`config.mk`:
```
export PLATFORM = sky130hd
export DESIGN_NAME = pressed_key_set_tracker
export DESIGN_NICKNAME = d
export VERILOG_FILES = /design/src/hw/rtl/pkst_pkg.sv /design/src/hw/rtl/pkst_ram.sv /design/src/hw/rtl/pkst_out_reg.sv /design/src/hw/rtl/pressed_key_set_tracker.sv
export SDC_FILE = /design/constraint.sdc
export NUM_CORES = 2
export LEC_CHECK = 0
export BUFFER_PORTS_ARGS = -buffer_cell sky130_fd_sc_hd__clkbuf_2
export CORE_ASPECT_RATIO = 0.5
export CORE_UTILIZATION = 50
export DETAILED_ROUTE_END_ITERATION = 7
export PLACE_DENSITY_LB_ADDON = 0.1
export SYNTH_ARGS = -nofsm -noshare
export SYNTH_HDL_FRONTEND = slang
export SYNTH_MEMORY_MAX_BITS = 65536
export SYNTH_SLANG_ARGS = --single-unit
```
`constraint.sdc`:
```
create_clock -name clock -period 34.4 [get_ports clock]
set_clock_uncertainty 0.1 [all_clocks]
set_input_delay 6.88 -clock clock [delete_from_list [all_inputs] [get_ports clock]]
set_output_delay 6.88 -clock clock [all_outputs]
set_load 0.005 [all_outputs]
```
`src/hw/rtl/pkst_pkg.sv`:
```
// Shared types and constants of the pressed-key set tracker.
// Used by pkst_out_reg and pressed_key_set_tracker; no dependencies.
`default_nettype none

package pkst_pkg;

   localparam int DEF_SLOTS   = 64;
   localparam int DEF_WINDOWS = 8;

   localparam int ID_W        = 32;
   localparam int KEY_W       = 8;
   localparam int OP_W        = 2;
   localparam int REQ_TDATA_W = 40;
   localparam int RSP_TDATA_W = 16;
   localparam int RSP_PAD_W   = RSP_TDATA_W - KEY_W - 4;

   typedef enum logic [OP_W-1:0] {
      OP_PRESS   = 2'd0,
      OP_RELEASE = 2'd1,
      OP_QUERY   = 2'd2,
      OP_FOCUS   = 2'd3
   } op_type;

   typedef struct packed {
      logic             no_window_room;
      logic             dropped;
      logic             last;
      logic             released_valid;
      logic [KEY_W-1:0] released_key;
      logic             key_held;
   } rsp_type;

endpackage

`default_nettype wire

```
`src/hw/rtl/pkst_ram.sv`:
```
// Generic single-port-write, single-port-read RAM with a registered read.
// Standalone; no package dependencies.
`default_nettype none

module pkst_ram #(
   parameter int  WIDTH  = 8,
   parameter int  DEPTH  = 64,
   localparam int ADDR_W = (DEPTH > 1) ? $clog2(DEPTH) : 1
) (
   input  wire logic              clock,
   input  wire logic              wr_en,
   input  wire logic [ADDR_W-1:0] wr_addr,
   input  wire logic [WIDTH-1:0]  wr_data,
   input  wire logic              rd_en,
   input  wire logic [ADDR_W-1:0] rd_addr,
   output logic      [WIDTH-1:0]  rd_data
);

   logic [WIDTH-1:0] mem_ff [DEPTH];

   always_ff @(posedge clock) begin
      if (wr_en) begin
         mem_ff[wr_addr] <= wr_data;
      end
      // hold read data while no read is issued
      if (rd_en) begin
         rd_data <= mem_ff[rd_addr];
      end
   end

endmodule

`default_nettype wire

```
`src/hw/rtl/pkst_out_reg.sv`:
```
// Result output register of the pressed-key set tracker: holds one result
// transaction until the receiver takes it. Depends on pkst_pkg.
`default_nettype none

module pkst_out_reg (
   input  wire logic                                clock,
   input  wire logic                                reset,
   input  wire logic                                load,
   input  wire pkst_pkg::rsp_type                   data,
   output logic                                     free,
   output logic                                     rsp_tvalid,
   input  wire logic                                rsp_tready,
   // key_held[0], released_key[8:1], released_valid[9], dropped[10],
   // no_window_room[11], zero[15:12]
   output logic      [pkst_pkg::RSP_TDATA_W-1:0]    rsp_tdata,
   output logic                                     rsp_tlast
);

   logic              valid_ff;
   logic              valid_in;
   pkst_pkg::rsp_type data_ff;

   assign free = !valid_ff || rsp_tready;

   always_comb begin
      valid_in = valid_ff;
      if (load) begin
         valid_in = 1'b1;
      end else if (rsp_tready) begin
         valid_in = 1'b0;
      end
   end

   always_ff @(posedge clock) begin
      if (load) begin
         data_ff <= data;
      end
      if (reset) begin
         valid_ff <= 1'b0;
      end else begin
         valid_ff <= valid_in;
      end
   end

   assign rsp_tvalid = valid_ff;
   assign rsp_tlast  = data_ff.last;
   assign rsp_tdata  = {{pkst_pkg::RSP_PAD_W{1'b0}}, data_ff.no_window_room, data_ff.dropped,
                        data_ff.released_valid, data_ff.released_key, data_ff.key_held};

endmodule

`default_nettype wire

```
`src/hw/rtl/pressed_key_set_tracker.sv`:
```
// Pressed-key set tracker: per-window held-key sets kept in two RAMs.
// Depends on pkst_pkg, pkst_ram and pkst_out_reg.
//
// Usage:
//   req channel: one transaction per event; req_tuser carries the operation
//   (press, release, query, focus loss), req_tdata the window id and key.
//   rsp channel: one result transaction per event, or one per held key for
//   a focus loss; rsp_tlast marks the final result of an event.
// Operation:
//   An event scans the window id table one entry per cycle, then the
//   window's key slots one per cycle, unless a focus loss stalls, through
//   the single read port of the slot RAM. The next request can be taken
//   in the cycle after the final result of an event is loaded. One event
//   is in work at a time and req_tready is high only between events.
//   Events with window id 0, or key 0 for anything but focus loss, skip
//   both scans and go straight to loading their result.
// Reset: clears the window count; RAM contents need no clearing, so the
//   block is ready in the first cycle after reset.
// Stall: a result waits in the output register; a focus loss pauses its
//   slot scan while the output register is full. A new event is accepted
//   while the last result of the previous one still waits.
`default_nettype none

module pressed_key_set_tracker #(
   parameter int SLOTS   = pkst_pkg::DEF_SLOTS,
   parameter int WINDOWS = pkst_pkg::DEF_WINDOWS
) (
   input  wire logic                                clock,
   input  wire logic                                reset,
   input  wire logic                                req_tvalid,
   output logic                                     req_tready,
   // window[31:0], key[39:32]
   input  wire logic [pkst_pkg::REQ_TDATA_W-1:0]    req_tdata,
   // operation[1:0]
   input  wire logic [pkst_pkg::OP_W-1:0]           req_tuser,
   output logic                                     rsp_tvalid,
   input  wire logic                                rsp_tready,
   // key_held[0], released_key[8:1], released_valid[9], dropped[10],
   // no_window_room[11], zero[15:12]
   output logic      [pkst_pkg::RSP_TDATA_W-1:0]    rsp_tdata,
   output logic                                     rsp_tlast
);

   localparam int CNT_W  = $clog2(SLOTS + 1);
   localparam int USED_W = $clog2(WINDOWS + 1);
   localparam int WIN_W  = (WINDOWS > 1) ? $clog2(WINDOWS) : 1;
   localparam int KDEPTH = WINDOWS * SLOTS;
   localparam int ADDR_W = (KDEPTH > 1) ? $clog2(KDEPTH) : 1;
   localparam int ID_W   = pkst_pkg::ID_W;
   localparam int KEY_W  = pkst_pkg::KEY_W;

   typedef enum logic [2:0] {
      ST_IDLE,
      ST_WSCAN,
      ST_KSETUP,
      ST_KSCAN,
      ST_FINISH
   } state_type;

   state_type        state_ff, state_in;
   pkst_pkg::op_type op_ff, op_in;
   logic [ID_W-1:0]  id_ff, id_in;
   logic [KEY_W-1:0] key_ff, key_in;
   logic             skip_ff, skip_in;
   logic             full_ff, full_in;
   logic [USED_W-1:0] used_ff, used_in;
   logic [USED_W-1:0] widx_ff, widx_in;
   logic             wpv_ff, wpv_in;
   logic [WIN_W-1:0] wp_ff, wp_in;
   logic [WIN_W-1:0] w_ff, w_in;
   logic [CNT_W-1:0] counts_ff [WINDOWS];
   logic [ADDR_W-1:0] base_ff, base_in;
   logic [CNT_W-1:0] cnt_ff, cnt_in;
   logic [CNT_W-1:0] idx_ff, idx_in;
   logic             kpv_ff, kpv_in;
   logic [CNT_W-1:0] pidx_ff, pidx_in;
   logic             free_ff, free_in;
   logic [CNT_W-1:0] free_idx_ff, free_idx_in;
   logic             dec_ff, dec_in;
   logic             held_ff, held_in;
   logic             pend_ff, pend_in;
   logic [KEY_W-1:0] pend_key_ff, pend_key_in;

   logic             cnt_we;
   logic [WIN_W-1:0] cnt_widx;
   logic [CNT_W-1:0] cnt_wdata;

   logic             wram_we;
   logic [WIN_W-1:0] wram_waddr;
   logic             wram_rd_en;
   logic [ID_W-1:0]  wram_rdata;

   logic             kram_we;
   logic [ADDR_W-1:0] kram_waddr;
   logic [KEY_W-1:0] kram_wdata;
   logic             kram_rd_en;
   logic [ADDR_W-1:0] kram_raddr;
   logic [KEY_W-1:0] kram_rdata;

   logic              out_load;
   logic              out_free;
   pkst_pkg::rsp_type out_data;
   logic              stall;

   assign req_tready = (state_ff == ST_IDLE);
   assign kram_raddr = base_ff + ADDR_W'(idx_ff);
   assign stall      = kpv_ff && (op_ff == pkst_pkg::OP_FOCUS) && (kram_rdata != '0)
                       && pend_ff && !out_free;

   always_comb begin
      state_in    = state_ff;
      op_in       = op_ff;
      id_in       = id_ff;
      key_in      = key_ff;
      skip_in     = skip_ff;
      full_in     = full_ff;
      used_in     = used_ff;
      widx_in     = widx_ff;
      wpv_in      = wpv_ff;
      wp_in       = wp_ff;
      w_in        = w_ff;
      base_in     = base_ff;
      cnt_in      = cnt_ff;
      idx_in      = idx_ff;
      kpv_in      = kpv_ff;
      pidx_in     = pidx_ff;
      free_in     = free_ff;
      free_idx_in = free_idx_ff;
      dec_in      = dec_ff;
      held_in     = held_ff;
      pend_in     = pend_ff;
      pend_key_in = pend_key_ff;
      cnt_we      = 1'b0;
      cnt_widx    = w_ff;
      cnt_wdata   = cnt_ff;
      wram_we     = 1'b0;
      wram_waddr  = used_ff[WIN_W-1:0];
      wram_rd_en  = 1'b0;
      kram_we     = 1'b0;
      kram_waddr  = base_ff + ADDR_W'(pidx_ff);
      kram_wdata  = '0;
      kram_rd_en  = 1'b0;
      out_load    = 1'b0;
      out_data    = '0;

      case (state_ff)
         ST_IDLE: begin
            if (req_tvalid) begin
               op_in   = pkst_pkg::op_type'(req_tuser);
               id_in   = req_tdata[ID_W-1:0];
               key_in  = req_tdata[ID_W+KEY_W-1:ID_W];
               skip_in = (req_tdata[ID_W-1:0] == '0)
                         || ((pkst_pkg::op_type'(req_tuser) != pkst_pkg::OP_FOCUS)
                             && (req_tdata[ID_W+KEY_W-1:ID_W] == '0));
               full_in = 1'b0;
               widx_in = '0;
               wpv_in  = 1'b0;
               state_in = skip_in ? ST_FINISH : ST_WSCAN;
            end
         end
         ST_WSCAN: begin
            // issue the next id read while comparing the previous one
            if (widx_ff < used_ff) begin
               wram_rd_en = 1'b1;
               widx_in    = widx_ff + USED_W'(1);
               wpv_in     = 1'b1;
               wp_in      = widx_ff[WIN_W-1:0];
            end else begin
               wpv_in = 1'b0;
            end
            if (wpv_ff && (wram_rdata == id_ff)) begin
               w_in     = wp_ff;
               state_in = ST_KSETUP;
            end else if (!wpv_ff && (widx_ff >= used_ff)) begin
               if (used_ff == USED_W'(WINDOWS)) begin
                  full_in  = 1'b1;
                  state_in = ST_FINISH;
               end else begin
                  // claim a fresh entry
                  wram_we   = 1'b1;
                  cnt_we    = 1'b1;
                  cnt_widx  = used_ff[WIN_W-1:0];
                  cnt_wdata = '0;
                  used_in   = used_ff + USED_W'(1);
                  w_in      = used_ff[WIN_W-1:0];
                  state_in  = ST_KSETUP;
               end
            end
         end
         ST_KSETUP: begin
            base_in  = ADDR_W'(w_ff) * ADDR_W'(SLOTS);
            cnt_in   = counts_ff[w_ff];
            idx_in   = '0;
            kpv_in   = 1'b0;
            free_in  = 1'b0;
            dec_in   = 1'b0;
            held_in  = 1'b0;
            pend_in  = 1'b0;
            state_in = ST_KSCAN;
         end
         ST_KSCAN: begin
            if (!stall) begin
               if (idx_ff < cnt_ff) begin
                  kram_rd_en = 1'b1;
                  idx_in     = idx_ff + CNT_W'(1);
                  kpv_in     = 1'b1;
                  pidx_in    = idx_ff;
               end else begin
                  kpv_in = 1'b0;
               end
               if (!kpv_ff && (idx_ff >= cnt_ff)) begin
                  state_in = ST_FINISH;
               end
               if (kpv_ff) begin
                  case (op_ff)
                     pkst_pkg::OP_PRESS: begin
                        if (kram_rdata == key_ff) begin
                           // already held: stop and answer plainly
                           skip_in  = 1'b1;
                           state_in = ST_FINISH;
                        end else if (kram_rdata == '0) begin
                           free_in     = 1'b1;
                           free_idx_in = pidx_ff;
                        end
                     end
                     pkst_pkg::OP_RELEASE: begin
                        if (kram_rdata == key_ff) begin
                           kram_we = 1'b1;
                           if (CNT_W'(pidx_ff + CNT_W'(1)) == cnt_ff) begin
                              dec_in = 1'b1;
                           end
                        end
                     end
                     pkst_pkg::OP_QUERY: begin
                        if (kram_rdata == key_ff) begin
                           held_in = 1'b1;
                        end
                     end
                     pkst_pkg::OP_FOCUS: begin
                        // hold one key back so the final one can carry last
                        if (kram_rdata != '0) begin
                           if (pend_ff) begin
                              out_load                = 1'b1;
                              out_data.released_key   = pend_key_ff;
                              out_data.released_valid = 1'b1;
                           end
                           pend_in     = 1'b1;
                           pend_key_in = kram_rdata;
                        end
                     end
                     default: begin
                     end
                  endcase
               end
            end
         end
         ST_FINISH: begin
            if (out_free) begin
               out_load      = 1'b1;
               out_data.last = 1'b1;
               state_in      = ST_IDLE;
               if (full_ff) begin
                  out_data.no_window_room = 1'b1;
               end else if (!skip_ff) begin
                  case (op_ff)
                     pkst_pkg::OP_PRESS: begin
                        kram_wdata = key_ff;
                        if (free_ff) begin
                           kram_we    = 1'b1;
                           kram_waddr = base_ff + ADDR_W'(free_idx_ff);
                        end else if (cnt_ff < CNT_W'(SLOTS)) begin
                           kram_we    = 1'b1;
                           kram_waddr = base_ff + ADDR_W'(cnt_ff);
                           cnt_we     = 1'b1;
                           cnt_wdata  = cnt_ff + CNT_W'(1);
                        end else begin
                           out_data.dropped = 1'b1;
                        end
                     end
                     pkst_pkg::OP_RELEASE: begin
                        cnt_we    = 1'b1;
                        cnt_wdata = cnt_ff - CNT_W'(dec_ff);
                     end
                     pkst_pkg::OP_QUERY: begin
                        out_data.key_held = held_ff;
                     end
                     pkst_pkg::OP_FOCUS: begin
                        cnt_we                  = 1'b1;
                        cnt_wdata               = '0;
                        out_data.released_key   = pend_ff ? pend_key_ff : '0;
                        out_data.released_valid = pend_ff;
                     end
                     default: begin
                     end
                  endcase
               end
            end
         end
         default: begin
            state_in = ST_IDLE;
         end
      endcase
   end

   always_ff @(posedge clock) begin
      if (cnt_we) begin
         counts_ff[cnt_widx] <= cnt_wdata;
      end
      op_ff       <= op_in;
      id_ff       <= id_in;
      key_ff      <= key_in;
      skip_ff     <= skip_in;
      full_ff     <= full_in;
      widx_ff     <= widx_in;
      wp_ff       <= wp_in;
      w_ff        <= w_in;
      base_ff     <= base_in;
      cnt_ff      <= cnt_in;
      idx_ff      <= idx_in;
      pidx_ff     <= pidx_in;
      free_ff     <= free_in;
      free_idx_ff <= free_idx_in;
      dec_ff      <= dec_in;
      held_ff     <= held_in;
      pend_key_ff <= pend_key_in;
      if (reset) begin
         state_ff <= ST_IDLE;
         used_ff  <= '0;
         wpv_ff   <= 1'b0;
         kpv_ff   <= 1'b0;
         pend_ff  <= 1'b0;
      end else begin
         state_ff <= state_in;
         used_ff  <= used_in;
         wpv_ff   <= wpv_in;
         kpv_ff   <= kpv_in;
         pend_ff  <= pend_in;
      end
   end

   pkst_ram #(
      .WIDTH (ID_W),
      .DEPTH (WINDOWS)
   ) u_window_ram (
      .clock   (clock),
      .wr_en   (wram_we),
      .wr_addr (wram_waddr),
      .wr_data (id_ff),
      .rd_en   (wram_rd_en),
      .rd_addr (widx_ff[WIN_W-1:0]),
      .rd_data (wram_rdata)
   );

   pkst_ram #(
      .WIDTH (KEY_W),
      .DEPTH (KDEPTH)
   ) u_slot_ram (
      .clock   (clock),
      .wr_en   (kram_we),
      .wr_addr (kram_waddr),
      .wr_data (kram_wdata),
      .rd_en   (kram_rd_en),
      .rd_addr (kram_raddr),
      .rd_data (kram_rdata)
   );

   pkst_out_reg u_out_reg (
      .clock      (clock),
      .reset      (reset),
      .load       (out_load),
      .data       (out_data),
      .free       (out_free),
      .rsp_tvalid (rsp_tvalid),
      .rsp_tready (rsp_tready),
      .rsp_tdata  (rsp_tdata),
      .rsp_tlast  (rsp_tlast)
   );

   a_used_bound: assert property (@(posedge clock) disable iff (reset)
      used_ff <= USED_W'(WINDOWS))
      else $error("window count beyond table size");

   a_slot_read_bound: assert property (@(posedge clock) disable iff (reset)
      kram_rd_en |-> (idx_ff < cnt_ff) && (cnt_ff <= CNT_W'(SLOTS)))
      else $error("slot read beyond count");

   a_no_write_on_stall: assert property (@(posedge clock) disable iff (reset)
      stall |-> !kram_we && !kram_rd_en && !out_load)
      else $error("slot scan advanced while stalled");

   a_emit_shows: assert property (@(posedge clock) disable iff (reset)
      out_load |=> rsp_tvalid)
      else $error("loaded result not presented");

endmodule

`default_nettype wire

```
==> out/results.ini <==
[sta]
timing.final.ws_setup_ns = 23.09
timing.final.crit_share_pct = 32.9
finalHoldViolations = 0
setup_viol = 0
timing.hold.ws_ns = 0.421
rsz0062_at_grt = no
maxSlewViolCount = 2
tns_ns = 0
clock.fmax_mhz = 88.4
fin_crit_ns = 11.31
relSlewSlack_pct = -4.29
tightest_slew_ns = 1.55

[detailed_routing]
vias = 91200
wl_met3_microns = 67100
dr.max_layer_used = met5
routed_via_density = 6.63
drt-met1-wl_microns = 220000
met2WireLength_microns = 227000
drc = 0
wirelength_microns = 530000
wl_per_cell_microns = 38.5
drt_pass1_iterations = 8
ant_nets = 0
drtIter0Drc = 13800

[synthesis]
synth_warnings = 0
synth_top_area_cell = edfxtp_1
ys_async_sr_fraction_pct = 0
synth_sequential_area_ratio_pct = 77.1
synth_flop_cell = edfxtp_1
syn-cell-area_sq_um = 178000
synth_most_common_cell = edfxtp_1
postSynthAreaPerCell_sq_um = 21.0
syn_inst = 8463
synth_top_area_share_pct = 77.0
ys_types = 79
ys_top_cells_by_count = 4557 x edfxtp_1, 1062 x mux4_2, 656 x nor2_1
ys_seq_elements = 4568
synth_area_leaders = edfxtp_1 77%, mux4_2 13%, mux2i_1 1.4%
synth_edf_count = 4557

[finish]
area_growth_syn_to_layout_pct = 10.8
final_util_pct = 55.8
fillerInstances = 26300
fin_cells = 13800
nets = 8741
multiInputGateArea_sq_um = 38300
design_area_sq_um = 197000
regArea_sq_um = 137000
layout-drive-gt1-share_pct = 23.4

[setup_path]
worstPathMaxFanout = 22
cp_top_family = simple AND/OR/NAND/NOR gates
cp-start-kind = input port
critPathKind = input port to flip-flop
cp.required_ns = 34.89
slowest_stage = nor2_1
critPathArrivalTime_ns = 11.80
worst-path-buf-inv = 2
end_kind = flip-flop
worstPathCellList = clkbuf_2, nand2b_1, and4_1, buf_4, nand2_1, a21oi_1, nand2b_1, nor2_1, nand2_1, nor2_1
r2r_setup_slack_ns = 26.34
max_stage_delay_ns = 1.03

[clock_network]
cts-resized-gates = 0
cts.clk_slew.worst_paths_ns = 0.06
clk_latency_ns = 0.99
postCtsSetupRepairBufs = 0
root_buffer = clkbuf_16
tritoncts = built
clockBufferDepth = 4
h-tree-depth = 5
cts_inserted_buffers = 401
clock_sinks = 4568
holdBufCountCts = 0

[floorplan]
die_area_sq_um = 358000
boundaryPins = 65
die_y_microns = 424
start_util_pct = 50.4
dieWidth_microns = 845
core-area_sq_um = 353000
std_cell_rows = 154

[placed_design]
place.gp.congestion = 0.882
dp_slack_ns = 22.38
hpwl_microns = 324000
dp.cells = 13000
numPortBuffers = 60
place_area_sq_um = 184000

[global_route]
grt_pass1_wl_microns = 734000
grt_start_max_net_pins = 163
antenna_found_initial = 35
grt_pass1_vias = 88000
groute.usage.overall_pct = 29.4
grt-ovfl-total = 0

[power_and_ir_drop]
p_per_area_nw_per_um2 = 59.0
power.total_mw = 11.6
vdd_drop_max_mv = 0.0490
p_leak_nw = 50.7

[status]
violations = capacitance limit, slew limit
status = finished with violations

[job]
cap_violations = 1

[min_path]
worstHoldPathType = flip-flop to flip-flop

## state kept, by name (all words and copies together), names as in the netlist, 7 cells and up
signal	cells
u_window_ram.mem_ff	256
pidx_ff	7
u_slot_ram.rd_data	8
free_idx_ff	7
id_ff	32
idx_ff	7
key_ff	8
u_out_reg.rsp_tdata	12
u_window_ram.rd_data	32
cnt_ff	7
counts_ff	56
u_slot_ram.mem_ff	4096
pend_key_ff	8
## logic make-up after synthesis
kind of cell / Yosys count / share of synthesized area (%)
AO/OA/AOI/OAI: 723 / 2.86
XOR/XNOR: 61 / 0.300
adder cells (fa/ha/maj): 26 / 0.183
buffers and inverters: 538 / 1.55
flip-flops: 4568 / 77.1
multiplexers: 1362 / 15.2
other: 1 / 0.00211
AND/OR/NAND/NOR: 1184 / 2.83
## worst min-delay path, cell delays in order (launching register included)
cell and delay (ns):
dfxtp_1 0.33, o21ai_0 0.08, a21oi_1 0.06
## cell type report
class / instances / area share [%]
clock inverter: 257 / 1.36
tap: 4758 / 3.02
multi-input combinational: 3360 / 19.5
clock buffer: 468 / 5.32
inverter: 29 / 0.0635
timing repair buffer: 309 / 1.20
sequential: 4568 / 69.6
antenna: 7 / 0.00889
## routing by layer
| layer | up-vias | GRT usage [%] |
|---|---|---|
| met1 | 48900 | 44.7 |
| met2 | 5894 | 41.6 |
| li1 | 35600 | - |
| met5 | - | 0 |
| met3 | 764 | 9.02 |
| met4 | 14 | 7.79 |
## where the power goes
part,total [mW],internal (mW),switching (mW),leakage [nW]
sequential,6.11,6.08,0.0310,32.5
clock,4.63,2.56,2.07,6.38
combinational,0.875,0.271,0.604,11.8
total,11.6,8.91,2.71,50.7
## final timing paths
path / startpoint / endpoint / cells after the start
worst min register to register: used_ff[3] / used_ff[3] / 2
worst max-delay path: rsp_tready / u_slot_ram.mem_ff[352][6] / 10
worst max register to register: idx_ff[1] / u_slot_ram.rd_data[4] / 12
worst min-delay path: used_ff[3] / used_ff[3] / 2
## placed cells by master (no fill, tap or decap), drive strengths merged, types with 18 or more instances in the layout
cell / count
a21oi: 162
o21ai: 72
o211ai: 19
a221oi: 82
edfxtp: 4557
o22ai: 48
nor3: 42
mux4: 1062
a22oi: 121
clkinvlp: 34
xor2: 45
a211oi: 37
nor2: 658
mux2i: 253
buf: 249
clkinv: 165
nand4: 18
nor4: 25
o221ai: 41
bufinv: 49
inv: 38
clkbuf: 528
nand2: 279
mux2: 47
a22o: 22
and2: 28
ha: 26
nand3: 56
(Power assumes the default switching activity.)
